### src/hdl/dash_pattern_row_rasterizer_top_macros.svh
// assertion macros for the dash pattern row rasterizer
`ifndef DASH_PATTERN_ROW_RASTERIZER_TOP_MACROS_SVH
`define DASH_PATTERN_ROW_RASTERIZER_TOP_MACROS_SVH

// same-cycle implication, checked outside reset
`define DPRR_ASSERT_IMPL(label, ante, cons, msg) \
  label: assert property (@(posedge clk) disable iff (rst) (ante) |-> (cons)) else $error(msg);

// next-cycle implication, checked outside reset
`define DPRR_ASSERT_NEXT(label, ante, cons, msg) \
  label: assert property (@(posedge clk) disable iff (rst) (ante) |=> (cons)) else $error(msg);

`endif

### src/hdl/dprr_pkg.sv
package dprr_pkg;

  // field widths
  localparam int SEG_W      = 8;
  localparam int PIX_W      = 9;
  localparam int VALUE_W    = 8;
  localparam int ROWLEN_W   = 9;
  localparam int CFG_DATA_W = 64;
  localparam int CFG_INDEX_W = 2;
  localparam int COUNT_W    = 4;

  // parameter defaults
  localparam int ROW_PIXELS_DEFAULT   = 512;
  localparam int MAX_SEGMENTS_DEFAULT = 8;

  // remainder pipeline: restoring steps per stage
  localparam int MOD_STEPS  = 3;
  localparam int MOD_STAGES = (PIX_W + MOD_STEPS - 1) / MOD_STEPS;

  // register indexes
  localparam logic [CFG_INDEX_W-1:0] REG_PATTERN_LENGTHS = 2'd0;
  localparam logic [CFG_INDEX_W-1:0] REG_SEGMENT_COUNT   = 2'd1;

  // reset values and alpha codes
  localparam logic [COUNT_W-1:0] COUNT_RESET = 4'd1;
  localparam logic [VALUE_W-1:0] ON_VALUE    = 8'd255;
  localparam logic [VALUE_W-1:0] OFF_VALUE   = 8'd0;

endpackage

### src/hdl/dprr_cfg.sv
module dprr_cfg #(
  parameter int ROW_PIXELS   = dprr_pkg::ROW_PIXELS_DEFAULT,
  parameter int MAX_SEGMENTS = dprr_pkg::MAX_SEGMENTS_DEFAULT,
  localparam int AW = $clog2(ROW_PIXELS),
  localparam int PW = dprr_pkg::SEG_W + $clog2(MAX_SEGMENTS)
) (
  input  logic                               clk,
  input  logic                               rst,
  input  logic                               cfg_write,
  input  logic [dprr_pkg::CFG_INDEX_W-1:0]   cfg_index,
  input  logic [dprr_pkg::CFG_DATA_W-1:0]    cfg_data,
  output logic                               busy,
  output logic [PW-1:0]                      period,
  output logic [AW-1:0]                      used,
  output logic                               err,
  output logic [PW-1:0]                      ends [MAX_SEGMENTS]
);

  localparam int SW = $clog2(MAX_SEGMENTS);
  localparam int BW = $clog2(AW);
  localparam int AVAIL = ROW_PIXELS - 2;
  localparam logic [AW-1:0] AVAIL_V = AW'(AVAIL);

  localparam logic [1:0] PH_IDLE = 2'd0;
  localparam logic [1:0] PH_SUM  = 2'd1;
  localparam logic [1:0] PH_DIV  = 2'd2;
  localparam logic [1:0] PH_FIN  = 2'd3;

  logic [dprr_pkg::CFG_DATA_W-1:0] pattern_lengths;
  logic [dprr_pkg::COUNT_W-1:0]    segment_count;
  logic [1:0]                      phase;
  logic [SW-1:0]                   step;
  logic [BW-1:0]                   bitc;
  logic [PW-1:0]                   acc;
  logic [PW-1:0]                   acc_next;
  logic [PW-1:0]                   rem;
  logic [PW-1:0]                   rem_next;
  logic [PW:0]                     shifted;
  logic [dprr_pkg::COUNT_W-1:0]    nseg;
  logic [dprr_pkg::SEG_W-1:0]      len;

  assign busy = (phase != PH_IDLE);

  // segments in use, zero counts as one, large counts saturate
  always_comb begin
    if (segment_count == '0) begin
      nseg = dprr_pkg::COUNT_W'(1);
    end else if (32'(segment_count) > MAX_SEGMENTS) begin
      nseg = dprr_pkg::COUNT_W'(MAX_SEGMENTS);
    end else begin
      nseg = segment_count;
    end
  end

  // running sum of segment lengths, one segment a cycle
  assign len = pattern_lengths[step * dprr_pkg::SEG_W +: dprr_pkg::SEG_W];
  assign acc_next = (dprr_pkg::COUNT_W'(step) < nseg) ? acc + PW'(len) : acc;

  // one restoring division step of the usable width by the period
  assign shifted = {rem, AVAIL_V[bitc]};
  assign rem_next = (shifted >= {1'b0, period}) ? PW'(shifted - {1'b0, period}) : PW'(shifted);

  // register writes and recompute sequencer
  always_ff @(posedge clk) begin
    if (rst) begin
      pattern_lengths <= '0;
      segment_count   <= dprr_pkg::COUNT_RESET;
      phase           <= PH_SUM;
      step            <= '0;
      bitc            <= '0;
    end else if (cfg_write) begin
      unique case (cfg_index)
        dprr_pkg::REG_PATTERN_LENGTHS: pattern_lengths <= cfg_data;
        dprr_pkg::REG_SEGMENT_COUNT:   segment_count <= cfg_data[dprr_pkg::COUNT_W-1:0];
        default: ;
      endcase
      phase <= PH_SUM;
      step  <= '0;
    end else begin
      unique case (phase)
        PH_SUM: begin
          if (step == SW'(MAX_SEGMENTS - 1)) begin
            phase <= PH_DIV;
            bitc  <= BW'(AW - 1);
          end else begin
            step <= step + 1'b1;
          end
        end
        PH_DIV: begin
          if (bitc == '0) begin
            phase <= PH_FIN;
          end else begin
            bitc <= bitc - 1'b1;
          end
        end
        PH_FIN:  phase <= PH_IDLE;
        default: phase <= PH_IDLE;
      endcase
    end
  end

  // derived values: prefix sums, period, remainder, used length, error
  always_ff @(posedge clk) begin
    if (rst || cfg_write) begin
      acc <= '0;
    end else begin
      case (phase)
        PH_SUM: begin
          acc         <= acc_next;
          ends[step]  <= acc_next;
          if (step == SW'(MAX_SEGMENTS - 1)) begin
            period <= acc_next;
            rem    <= '0;
          end
        end
        PH_DIV: rem <= rem_next;
        PH_FIN: begin
          used <= AVAIL_V - AW'(rem);
          err  <= (period == '0) || (32'(period) >= AVAIL);
        end
        default: ;
      endcase
    end
  end

endmodule

### src/hdl/dprr_mod_stage.sv
module dprr_mod_stage #(
  parameter int PW    = dprr_pkg::SEG_W + 3,
  parameter int STEPS = dprr_pkg::MOD_STEPS
) (
  input  logic                      clk,
  input  logic                      rst,
  input  logic [PW-1:0]             period,
  input  logic                      up_valid,
  output logic                      up_stall,
  input  logic [dprr_pkg::PIX_W-1:0] up_num,
  input  logic [PW-1:0]             up_rem,
  input  logic                      up_zero,
  output logic                      dn_valid,
  input  logic                      dn_stall,
  output logic [dprr_pkg::PIX_W-1:0] dn_num,
  output logic [PW-1:0]             dn_rem,
  output logic                      dn_zero
);

  logic                       ready;
  logic [PW:0]                shifted;
  logic [PW-1:0]              rem_t;
  logic [dprr_pkg::PIX_W-1:0] num_t;

  assign ready    = !dn_valid || !dn_stall;
  assign up_stall = !ready;

  // restoring remainder steps, one dividend bit each
  always_comb begin
    rem_t   = up_rem;
    num_t   = up_num;
    shifted = '0;
    for (int k = 0; k < STEPS; k++) begin
      shifted = {rem_t, num_t[dprr_pkg::PIX_W-1]};
      num_t   = num_t << 1;
      if (shifted >= {1'b0, period}) begin
        rem_t = PW'(shifted - {1'b0, period});
      end else begin
        rem_t = PW'(shifted);
      end
    end
  end

  // stage valid
  always_ff @(posedge clk) begin
    if (rst) begin
      dn_valid <= 1'b0;
    end else if (ready) begin
      dn_valid <= up_valid;
    end
  end

  // stage payload
  always_ff @(posedge clk) begin
    if (ready && up_valid) begin
      dn_num  <= num_t;
      dn_rem  <= rem_t;
      dn_zero <= up_zero;
    end
  end

endmodule

### src/hdl/dprr_out_stage.sv
module dprr_out_stage #(
  parameter int MAX_SEGMENTS = dprr_pkg::MAX_SEGMENTS_DEFAULT,
  parameter int PW = dprr_pkg::SEG_W + 3,
  parameter int AW = 9
) (
  input  logic                         clk,
  input  logic                         rst,
  input  logic [PW-1:0]                ends [MAX_SEGMENTS],
  input  logic [AW-1:0]                used,
  input  logic                         err,
  input  logic                         up_valid,
  output logic                         up_stall,
  input  logic [PW-1:0]                up_rem,
  input  logic                         up_zero,
  output logic                         out_valid,
  input  logic                         out_stall,
  output logic [dprr_pkg::VALUE_W-1:0] pixel_value,
  output logic [dprr_pkg::ROWLEN_W-1:0] row_length,
  output logic                         pattern_error
);

  logic                         ready;
  logic                         found;
  logic [dprr_pkg::VALUE_W-1:0] seg_value;

  assign ready    = !out_valid || !out_stall;
  assign up_stall = !ready;

  // first segment whose end lies past the pattern position
  always_comb begin
    found     = 1'b0;
    seg_value = dprr_pkg::OFF_VALUE;
    for (int i = 0; i < MAX_SEGMENTS; i++) begin
      if (!found && (up_rem < ends[i])) begin
        found     = 1'b1;
        seg_value = (i % 2 == 0) ? dprr_pkg::ON_VALUE : dprr_pkg::OFF_VALUE;
      end
    end
  end

  // output valid
  always_ff @(posedge clk) begin
    if (rst) begin
      out_valid <= 1'b0;
    end else if (ready) begin
      out_valid <= up_valid;
    end
  end

  // output payload, error pattern forces zeros, a past-copy index forces an off pixel
  always_ff @(posedge clk) begin
    if (ready && up_valid) begin
      pixel_value   <= (err || up_zero) ? dprr_pkg::OFF_VALUE : seg_value;
      row_length    <= err ? '0 : dprr_pkg::ROWLEN_W'(used);
      pattern_error <= err;
    end
  end

endmodule

### src/hdl/dash_pattern_row_rasterizer_top.sv
// Dash pattern row rasterizer: returns the alpha (255 on, 0 off) of one texel of a
// repeated dash pattern row per query, with the used row length and an error flag for
// a zero or oversize period. Queries are taken one per cycle while in_stall is low, and
// each result passes through an input stage that folds the index into a pattern
// position, three remainder stages of three restoring steps each, and the lookup and
// output register. After reset and after every register write the block recomputes
// its prefix sums and used length, holding in_stall high meanwhile.
module dash_pattern_row_rasterizer_top #(
  parameter int ROW_PIXELS   = dprr_pkg::ROW_PIXELS_DEFAULT,
  parameter int MAX_SEGMENTS = dprr_pkg::MAX_SEGMENTS_DEFAULT
) (
  input  logic                          clk,
  input  logic                          rst,
  input  logic                          cfg_write,
  input  logic [dprr_pkg::CFG_INDEX_W-1:0] cfg_index,
  input  logic [dprr_pkg::CFG_DATA_W-1:0]  cfg_data,
  input  logic                          in_valid,
  output logic                          in_stall,
  input  logic [dprr_pkg::PIX_W-1:0]    pixel_index,
  output logic                          out_valid,
  input  logic                          out_stall,
  output logic [dprr_pkg::VALUE_W-1:0]  pixel_value,
  output logic [dprr_pkg::ROWLEN_W-1:0] row_length,
  output logic                          pattern_error
);

`include "dash_pattern_row_rasterizer_top_macros.svh"

  localparam int AW = $clog2(ROW_PIXELS);
  localparam int PW = dprr_pkg::SEG_W + $clog2(MAX_SEGMENTS);
  localparam int NS = dprr_pkg::MOD_STAGES;

  logic                       cfg_busy;
  logic [PW-1:0]              period;
  logic [AW-1:0]              used;
  logic                       err;
  logic [PW-1:0]              ends [MAX_SEGMENTS];

  logic                       s_valid [NS+1];
  logic                       s_stall [NS+1];
  logic [dprr_pkg::PIX_W-1:0] s_num   [NS+1];
  logic [PW-1:0]              s_rem   [NS+1];
  logic                       s_zero  [NS+1];

  logic                       prep_ready;
  logic [dprr_pkg::PIX_W-1:0] pos;
  logic                       past_copy;

  // register file and derived values
  dprr_cfg #(
    .ROW_PIXELS  (ROW_PIXELS),
    .MAX_SEGMENTS(MAX_SEGMENTS)
  ) u_cfg (
    .clk      (clk),
    .rst      (rst),
    .cfg_write(cfg_write),
    .cfg_index(cfg_index),
    .cfg_data (cfg_data),
    .busy     (cfg_busy),
    .period   (period),
    .used     (used),
    .err      (err),
    .ends     (ends)
  );

  // fold the pixel index into a position inside the used length, or flag it past the copy
  always_comb begin
    pos       = '0;
    past_copy = 1'b0;
    if (pixel_index == '0) begin
      pos = '0;
    end else if (32'(pixel_index) <= 32'(used)) begin
      pos = pixel_index - 1'b1;
    end else if (32'(pixel_index) == 32'(used) + 1) begin
      pos = dprr_pkg::PIX_W'(used - 1'b1);
    end else begin
      past_copy = 1'b1;
    end
  end

  assign prep_ready = !s_valid[0] || !s_stall[0];
  assign in_stall   = cfg_busy || !prep_ready;

  // input stage valid
  always_ff @(posedge clk) begin
    if (rst) begin
      s_valid[0] <= 1'b0;
    end else if (prep_ready) begin
      s_valid[0] <= in_valid && !cfg_busy;
    end
  end

  // input stage payload
  always_ff @(posedge clk) begin
    if (prep_ready && in_valid && !cfg_busy) begin
      s_num[0]  <= pos;
      s_rem[0]  <= '0;
      s_zero[0] <= past_copy;
    end
  end

  // position modulo period over the remainder stages
  for (genvar g = 0; g < NS; g++) begin : g_mod
    dprr_mod_stage #(
      .PW   (PW),
      .STEPS(dprr_pkg::MOD_STEPS)
    ) u_mod (
      .clk     (clk),
      .rst     (rst),
      .period  (period),
      .up_valid(s_valid[g]),
      .up_stall(s_stall[g]),
      .up_num  (s_num[g]),
      .up_rem  (s_rem[g]),
      .up_zero (s_zero[g]),
      .dn_valid(s_valid[g+1]),
      .dn_stall(s_stall[g+1]),
      .dn_num  (s_num[g+1]),
      .dn_rem  (s_rem[g+1]),
      .dn_zero (s_zero[g+1])
    );
  end

  // segment lookup and output register
  dprr_out_stage #(
    .MAX_SEGMENTS(MAX_SEGMENTS),
    .PW          (PW),
    .AW          (AW)
  ) u_out (
    .clk          (clk),
    .rst          (rst),
    .ends         (ends),
    .used         (used),
    .err          (err),
    .up_valid     (s_valid[NS]),
    .up_stall     (s_stall[NS]),
    .up_rem       (s_rem[NS]),
    .up_zero      (s_zero[NS]),
    .out_valid    (out_valid),
    .out_stall    (out_stall),
    .pixel_value  (pixel_value),
    .row_length   (row_length),
    .pattern_error(pattern_error)
  );

  // checks
  `DPRR_ASSERT_IMPL(a_no_transfer_busy, in_valid && !in_stall, !cfg_busy, "transfer while recomputing")
  `DPRR_ASSERT_NEXT(a_write_recompute, cfg_write, cfg_busy, "write did not start recompute")
  `DPRR_ASSERT_IMPL(a_error_zeroes, out_valid && pattern_error, pixel_value == dprr_pkg::OFF_VALUE && row_length == '0, "error result not zero")
  `DPRR_ASSERT_IMPL(a_alpha_code, out_valid, pixel_value == dprr_pkg::ON_VALUE || pixel_value == dprr_pkg::OFF_VALUE, "bad alpha value")

endmodule
### config.mk
export PLATFORM = sky130hd
export DESIGN_NAME = dash_pattern_row_rasterizer_top
export DESIGN_NICKNAME = d
export VERILOG_FILES = /design/src/hdl/dprr_pkg.sv /design/src/hdl/dprr_cfg.sv /design/src/hdl/dprr_mod_stage.sv /design/src/hdl/dprr_out_stage.sv /design/src/hdl/dash_pattern_row_rasterizer_top.sv
export VERILOG_INCLUDE_DIRS = /design/src /design/src/hdl
export SDC_FILE = /design/constraint.sdc
export NUM_CORES = 1
export LEC_CHECK = 0
export BUFFER_PORTS_ARGS = -buffer_cell sky130_fd_sc_hd__clkbuf_2
export CORE_MARGIN = 10
export CORE_UTILIZATION = 57
export CTS_CLUSTER_SIZE = 25
export DETAILED_ROUTE_END_ITERATION = 6
export PLACE_DENSITY_LB_ADDON = 0.2
export SLEW_MARGIN = 20
export SYNTH_ARGS = -nofsm -noshare
export SYNTH_HDL_FRONTEND = slang
export SYNTH_SLANG_ARGS = --single-unit
### constraint.sdc
create_clock -name clk -period 6.2 [get_ports clk]
set_input_delay 0.62 -clock clk [delete_from_list [all_inputs] [get_ports clk]]
set_output_delay 0.62 -clock clk [all_outputs]
set_load 0.005 [all_outputs]
# [After elaboration in Yosys (flattened, before gate mapping)]
# Memory sizes are Yosys's and may differ from the RTL's. A register that Yosys moved wholly into a read port is not among the register bits.
# Cells that the tools add are included.
[word_totals] reg_bits=286 mem_bits_ro=16 in_bits=80 out_inout_bits=20 elab_cells=195 mem_count=1
[op_classes] add_sub_neg=17 magnitude_cmp=25 n_eq_ne=9 n_shift=1 n_mux=44 bitwise=4 reduce_logical=58
[mem_list] memory="(name not given)" depth=16 width=1 rd=1 rd_ports_with_merged_regs=1 write_ports=0 line="dprr_cfg.sv:60" text="assign shifted = {rem, AVAIL_V[bitc]};"
[ops] op="$mux W11" count=13
[ops] op="$ge A12 B11 Y1" count=9
[ops] op="$sub A11 B11 Y11" count=9
[ops] op="$bwmux W88" count=1
[ops] op="$lt A11 B11 Y1" count=8
[ops] op="$shiftx A64 B7 Y8" count=1
[ops] op="$mux W8" count=7
[ops] op="$demux W11 S3" count=1
[ops] op="$mux W4" count=6
[ops] op="$pmux W11 S2" count=1
[ops] op="$mux W9" count=2
[ops] op="$sub A9 B1 Y9 const B" count=2
[ops] op="$logic_and A1 B1 Y1" count=15
[ops] op="$logic_not A1 Y1" count=15
[ops] op="$reduce_and A2 Y1" count=6
[ops] op="$add A11 B8 Y11" count=1
[ops] op="$ge A1 B11 Y1" count=1
[ops] op="$ge A11 B9 Y1 const B" count=1
[ops] op="$logic_not A11 Y1" count=1
[ops] op="$sub A1 B11 Y11" count=1
[ops] op="$add A9 B1 Y10 const B" count=1
[ops] op="$eq A9 B10 Y1" count=1
[ops] op="$le A9 B9 Y1" count=1
[ops] op="$logic_not A9 Y1" count=1
[ops] op="26 further kinds" count=53

# [Longest topological paths before layout]
[depth] depth_word=23 depth_mapped=30 mapped_depth_nobuf=28

# [Hierarchy]
# Synthesis repeated with hierarchy kept, for this count alone.
[unflattened] cells_unflattened=2174 area_unflattened_um2=20512.2
[by_module_without_submodules] module="dprr_cfg" n_inst=1 cells_each=837 area_per_inst_um2=9081.2 seq_area_each_um2=5385.2
[by_module_without_submodules] module="dprr_mod_stage (g_mod[1].u_mod)" n_inst=1 cells_each=312 area_per_inst_um2=2730.1 seq_area_each_um2=560.5
[by_module_without_submodules] module="dprr_mod_stage (g_mod[0].u_mod)" n_inst=1 cells_each=323 area_per_inst_um2=2708.8 seq_area_each_um2=560.5
[by_module_without_submodules] module="dprr_mod_stage (g_mod[2].u_mod)" n_inst=1 cells_each=285 area_per_inst_um2=2507.4 seq_area_each_um2=560.5
[by_module_without_submodules] module="dprr_out_stage" n_inst=1 cells_each=279 area_per_inst_um2=2255.9 seq_area_each_um2=350.3
[by_module_without_submodules] module="dash_pattern_row_rasterizer_top" n_inst=1 cells_each=138 area_per_inst_um2=1228.7 seq_area_each_um2=320.3

# [Worst setup path after synthesis]
# OpenSTA, ideal clock, no wires.
[synth_timing] path_type="register to register" startpoint="register u_cfg.period[0]" endpoint="register g_mod[1].u_mod.dn_rem[9] (netlist name)" setup_ns=0.260 arrival_ns=6.357 required_ns=5.940 slack_ns=-0.417 path_stages_with_launch=29 path_buffers=2 period_less_slack_ns=6.617 cell_sequence="edfxtp_1 ha_1 fa_1 nand2b_1 a211oi_1 o221a_1 o21ai_2 nand2b_1 buf_2 mux2_2 ha_1 or2_0 nor2b_1 a221oi_1 o21ai_0 a31oi_4 buf_2 nor2_1 a21oi_1 inv_1 ha_1 nor2b_1 o21ai_0 a21boi_0 o21ai_0 a21o_1 a21oi_1 or3b_2 mux2_4"
[synth_via] elab_chain_len=6 elab_cells_between_ends=9 cone_classes="add/sub (3); order compare (3); mux (3)"
[synth_rtl] item="from (decl)" line="dprr_cfg.sv:13" text="output logic [PW-1:0] period,"
[synth_rtl] item="from (signal assigned)" line="dprr_cfg.sv:112" text="period <= acc_next;"
[synth_rtl] item="$sub A11 B11 Y11 / $ge A12 B11 Y1 (equally long branches)" line="dprr_mod_stage.sv:37, dprr_mod_stage.sv:36"
[synth_rtl] item="$mux W11" line="dprr_mod_stage.sv:36" text="if (shifted >= {1'b0, period}) begin"
[synth_rtl] item="$sub A11 B11 Y11 / $ge A12 B11 Y1 (equally long branches)" line="dprr_mod_stage.sv:37, dprr_mod_stage.sv:36"
[synth_rtl] item="$mux W11" line="dprr_mod_stage.sv:36"
[synth_rtl] item="$sub A11 B11 Y11 / $ge A12 B11 Y1 (equally long branches)" line="dprr_mod_stage.sv:37, dprr_mod_stage.sv:36"
[synth_rtl] item="$mux W11 *" line="dprr_mod_stage.sv:36"
[synth_rtl] item="named net g_mod[1].u_mod.rem_t[9]" line="dprr_mod_stage.sv:22" text="logic [PW-1:0] rem_t;"
# Mark *: on every way through the listed nets, which the timed path passes. The rest lies on a longest branch.
# A chain may end at the register's enable or synchronous reset.

# [Worst setup path after layout]
[layout_timing] startpoint="register u_cfg.period[0]" endpoint="register g_mod[1].u_mod.dn_rem[6] (netlist name)"
[layout_via] elab_chain_len=6 elab_cells_between_ends=9 cone_classes="add/sub (3); order compare (3); mux (3)"
[layout_rtl] item="$sub A11 B11 Y11 / $ge A12 B11 Y1 (equally long branches)" line="dprr_mod_stage.sv:37, dprr_mod_stage.sv:36"
[layout_rtl] item="$mux W11" line="dprr_mod_stage.sv:36"
[layout_rtl] item="$sub A11 B11 Y11 / $ge A12 B11 Y1 (equally long branches)" line="dprr_mod_stage.sv:37, dprr_mod_stage.sv:36"
[layout_rtl] item="$mux W11" line="dprr_mod_stage.sv:36"
[layout_rtl] item="$sub A11 B11 Y11 / $ge A12 B11 Y1 (equally long branches)" line="dprr_mod_stage.sv:37, dprr_mod_stage.sv:36"
[layout_rtl] item="$mux W11 *" line="dprr_mod_stage.sv:36"
[layout_rtl] item="named net g_mod[1].u_mod.rem_t[6]" line="dprr_mod_stage.sv:22"
# Marked as above.

==> impl_metrics.csv <==
group,metric,value,unit
drt,drc_errors,0,
layout,final_cell_mix,"nand2_1, ha_1, edfxtp_1",
floorplanning,rows,65,
logic_synthesis,synthMuxAreaShare,0.0718,
place,gp_congestion,0.926,
worst_setup_path,path_class,"register to register",
run_status,status,"complete, no violations",
worst_setup_path,slowest_stage,"edfxtp_1",
logic_synthesis,synth_compound_area_frac,0.147,
logic_synthesis,synth_warnings,0,
clock_network,cts_tree,"yes",
clock_network,numCtsBuffers,30,
hold_path,min_path_type,"input port to register",
drt,viasPerCell,5.87,
worst_setup_path,r2r_start,"u_cfg.period[0]",
floorplanning,initial_utilization,0.580,
layout,fin_area,22000,um2
sta,setup_tns,0,ps
worst_setup_path,slowest_delay,430,ps
power_and_ir_drop,leakagePower,0.00934,uW
place,placed_area,20100,um2
logic_synthesis,synth_top_family_by_area,"simple AND/OR/NAND/NOR gates",
clock_network,clk_path_buf_depth,3,
layout,drive_gt1_frac,0.215,
clock_network,clock_latency,590,ps
power_and_ir_drop,peakVddDrop,0.000244,V
drt,wl_per_cell,18.6,um
worst_setup_path,crit_fanout,5,
logic_synthesis,yosys.area_share.simple,0.150,
clock_network,path_clk_slew,60,ps
layout,area_growth,19.4,%
sta,period_needed,6160,ps
logic_synthesis,synth-main-ff-cell,"edfxtp_1",
logic_synthesis,synth-seq-cells,269,
grt,grt_usage,0.232,
logic_synthesis,ys_types,85,
run,maxCapViolCount,0,
grt,grt_max_degree,83,
logic_synthesis,async_flop_share,0,
drt,antenna_left,0,
layout,layout.nets,2443,
logic_synthesis,syn_area_per_cell,9.58,um2
drt,drt_pre_antenna_iters,5,
power_and_ir_drop,p_per_area,177,nW/um2
floorplanning,io_pins,100,
worst_setup_path,worstPathArrival,6450,ps
worst_setup_path,r2r_end,"g_mod[1].u_mod.dn_rem[6]",
logic_synthesis,yosys.area.top_type,"edfxtp_1",
sta,relSlewSlack,0.310,
sta,worst_pin_slew,1030,ps
power_and_ir_drop,power,3890,uW
sta,rsz0062_at_grt,"true",
logic_synthesis,synth-xor-area-share,0.0443,
drt,wl,47800,um
sta,setup_viol,0,
grt,antenna_found_initial,2,
clock_network,root_buffer,"clkbuf_16",
logic_synthesis,syn-cell-area,18400,um2
grt,grt_overflow,0,
worst_setup_path,crit_path_frequent_cell,"mux2_4",
logic_synthesis,syn-num-nets,2210,
logic_synthesis,ys_seq_area_frac,0.388,
floorplanning,die_h,200,um
logic_synthesis,synthAdderAreaFrac,0.148,
clock_network,h-tree-depth,1,
place,port_buffers,99,
worst_setup_path,worstRegToRegCells,27,
layout,final_common_cell,"nand2_1",
worst_setup_path,cp-endpoint,"g_mod[1].u_mod.dn_rem[6]",
worst_setup_path,critPathLaunchType,"register",
worst_setup_path,required,6490,ps
logic_synthesis,synth-edff-count,175,
place,dp_hpwl,35400,um
grt,grt_pass1_wl,74700,um
sta,slew_viol_final,0,
sta,fin_crit_sh,0.994,
logic_synthesis,synth.area.top_cells,"edfxtp_1, ha_1, dfxtp_1, a21oi_1, nand2_1",
clock_network,cts.sinks,269,
floorplanning,coreArea,31700,um2
floorplanning,die-area,39800,um2
sta,finalHoldViolations,0,
logic_synthesis,yosysTopAreaCellShare,0.286,
drt,drt_iter0_drc,911,
worst_setup_path,r2r_setup_slack,40,ps
worst_setup_path,crit_path_end_kind,"register",
grt,grt_pass1_vias,14700,
sta,clock_skew,52.6,ps
floorplanning,die_w,200,um
worst_setup_path,critPathLaunch,"u_cfg.period[0]",
drt,routed-via-count,15100,
clock_network,cts_hold_buf,0,
logic_synthesis,synth_cells,1918,
sta,fmax,162,MHz
timing repair:
item | 4_1_cts | 5_1_grt
gates resized for setup | 12 | 91
setup endpoints to repair | 22 | 33
setup buffers | 7 | 35
pin swaps | 6 | 40
gates cloned | 0 | 2
flip-flops by register name, summed over array words and instances (netlist names), 9 cells and up:
register and count:
u_out.row_length 9, s_num 9, u_cfg.acc 11, g_mod.u_mod.dn_rem 33, u_cfg.period 11, u_cfg.rem 11, u_cfg.used 9, g_mod.u_mod.dn_num 9
u_cfg.pattern_lengths 64, u_cfg.ends 77
per-layer routing:
layer,global-route usage,vias up,part of all wire
li1,-,7393,-
met1,0.302,7250,0.44
met2,0.386,393,0.48
met3,0.0405,90,0.057
met4,0.0684,2,0.025
met5,0,-,0.00027
worst max-delay path, delay by kind of cell, from the launching register on:
family	cells	cell delay (ps)
and+or+nand+nor	6	870
DFF	1	430
muxes	3	960
buffers and inverters	3	450
adders and majority gates	4	1110
AOI/OAI and AO/OA	11	2100
synthesized netlist by cell type (all sizes together), types with 7 or more instances:
| cell type | number |
|---|---|
| a211oi | 17 |
| a21boi | 13 |
| a21o | 28 |
| a21oi | 164 |
| a311oi | 7 |
| a31oi | 8 |
| and2 | 7 |
| and3 | 11 |
| buf | 18 |
| clkbuf | 43 |
| dfxtp | 94 |
| edfxtp | 175 |
| fa | 10 |
| ha | 202 |
| inv | 169 |
| mux2 | 62 |
| mux2i | 43 |
| nand2 | 212 |
| nand2b | 25 |
| nand3 | 35 |
| nand4 | 27 |
| nor2 | 136 |
| nor2b | 28 |
| nor3 | 34 |
| nor3b | 9 |
| nor4 | 10 |
| o211ai | 11 |
| o21a | 16 |
| o21ai | 73 |
| o31ai | 10 |
| or2 | 9 |
| or3 | 20 |
| xnor2 | 57 |
| xor2 | 36 |
kinds of logic after synthesis:
family | count (synthesis)
adders and majority gates | 212
xor gates and xnor gates | 93
DFF | 269
muxes | 111
AOI/OAI and AO/OA | 420
and+or+nand+nor | 583
buffers and inverters | 230
through the flow:
stage,cells,setup WS [ps],hold slack (ps),util
2_1_floorplan,1918,-11.1,400,-
3_3_place_gp,2478,-3.48,402,0.634
3_5_place_dp,2478,-128,405,0.634
4_1_cts,2541,8.27,232,0.668
5_1_grt,2577,-197,246,0.692
6_report,2578,36.1,251,0.692
cell type report:
type                            count  area [um2]
Inverter                          169         638
Tap cell                          402         503
Multi-Input combinational cell   1420       10900
Antenna cell                        1        2.50
Clock buffer                       38         811
Sequential cell                   269        7140
Fill cell                        2408        9770
Timing Repair Buffer              261        1780
Clock inverter                     18         198
where the power goes:
group,total [uW],internal [uW],switching [uW]
logic,174,67.3,107
registers,1930,1920,11.9
clock network,1790,1050,734
total,3890,3040,853
how the worst min path moves through the flow:
stage	from	endpoint	slack, ps	cells after the start
floorplan	s_num[27]	g_mod[0].u_mod.dn_num[3]	400	0
global placement	s_zero[3]	g_mod[0].u_mod.dn_zero	400	0
detailed placement	g_mod[1].u_mod.dn_zero	g_mod[2].u_mod.dn_zero	400	0
CTS	cfg_data[52]	u_cfg.pattern_lengths[52]	230	3
global route	cfg_data[37]	u_cfg.pattern_lengths[37]	250	3
finish	cfg_data[6]	u_cfg.pattern_lengths[6]	250	3
No activity file was read; power rests on OpenSTA's default activity.
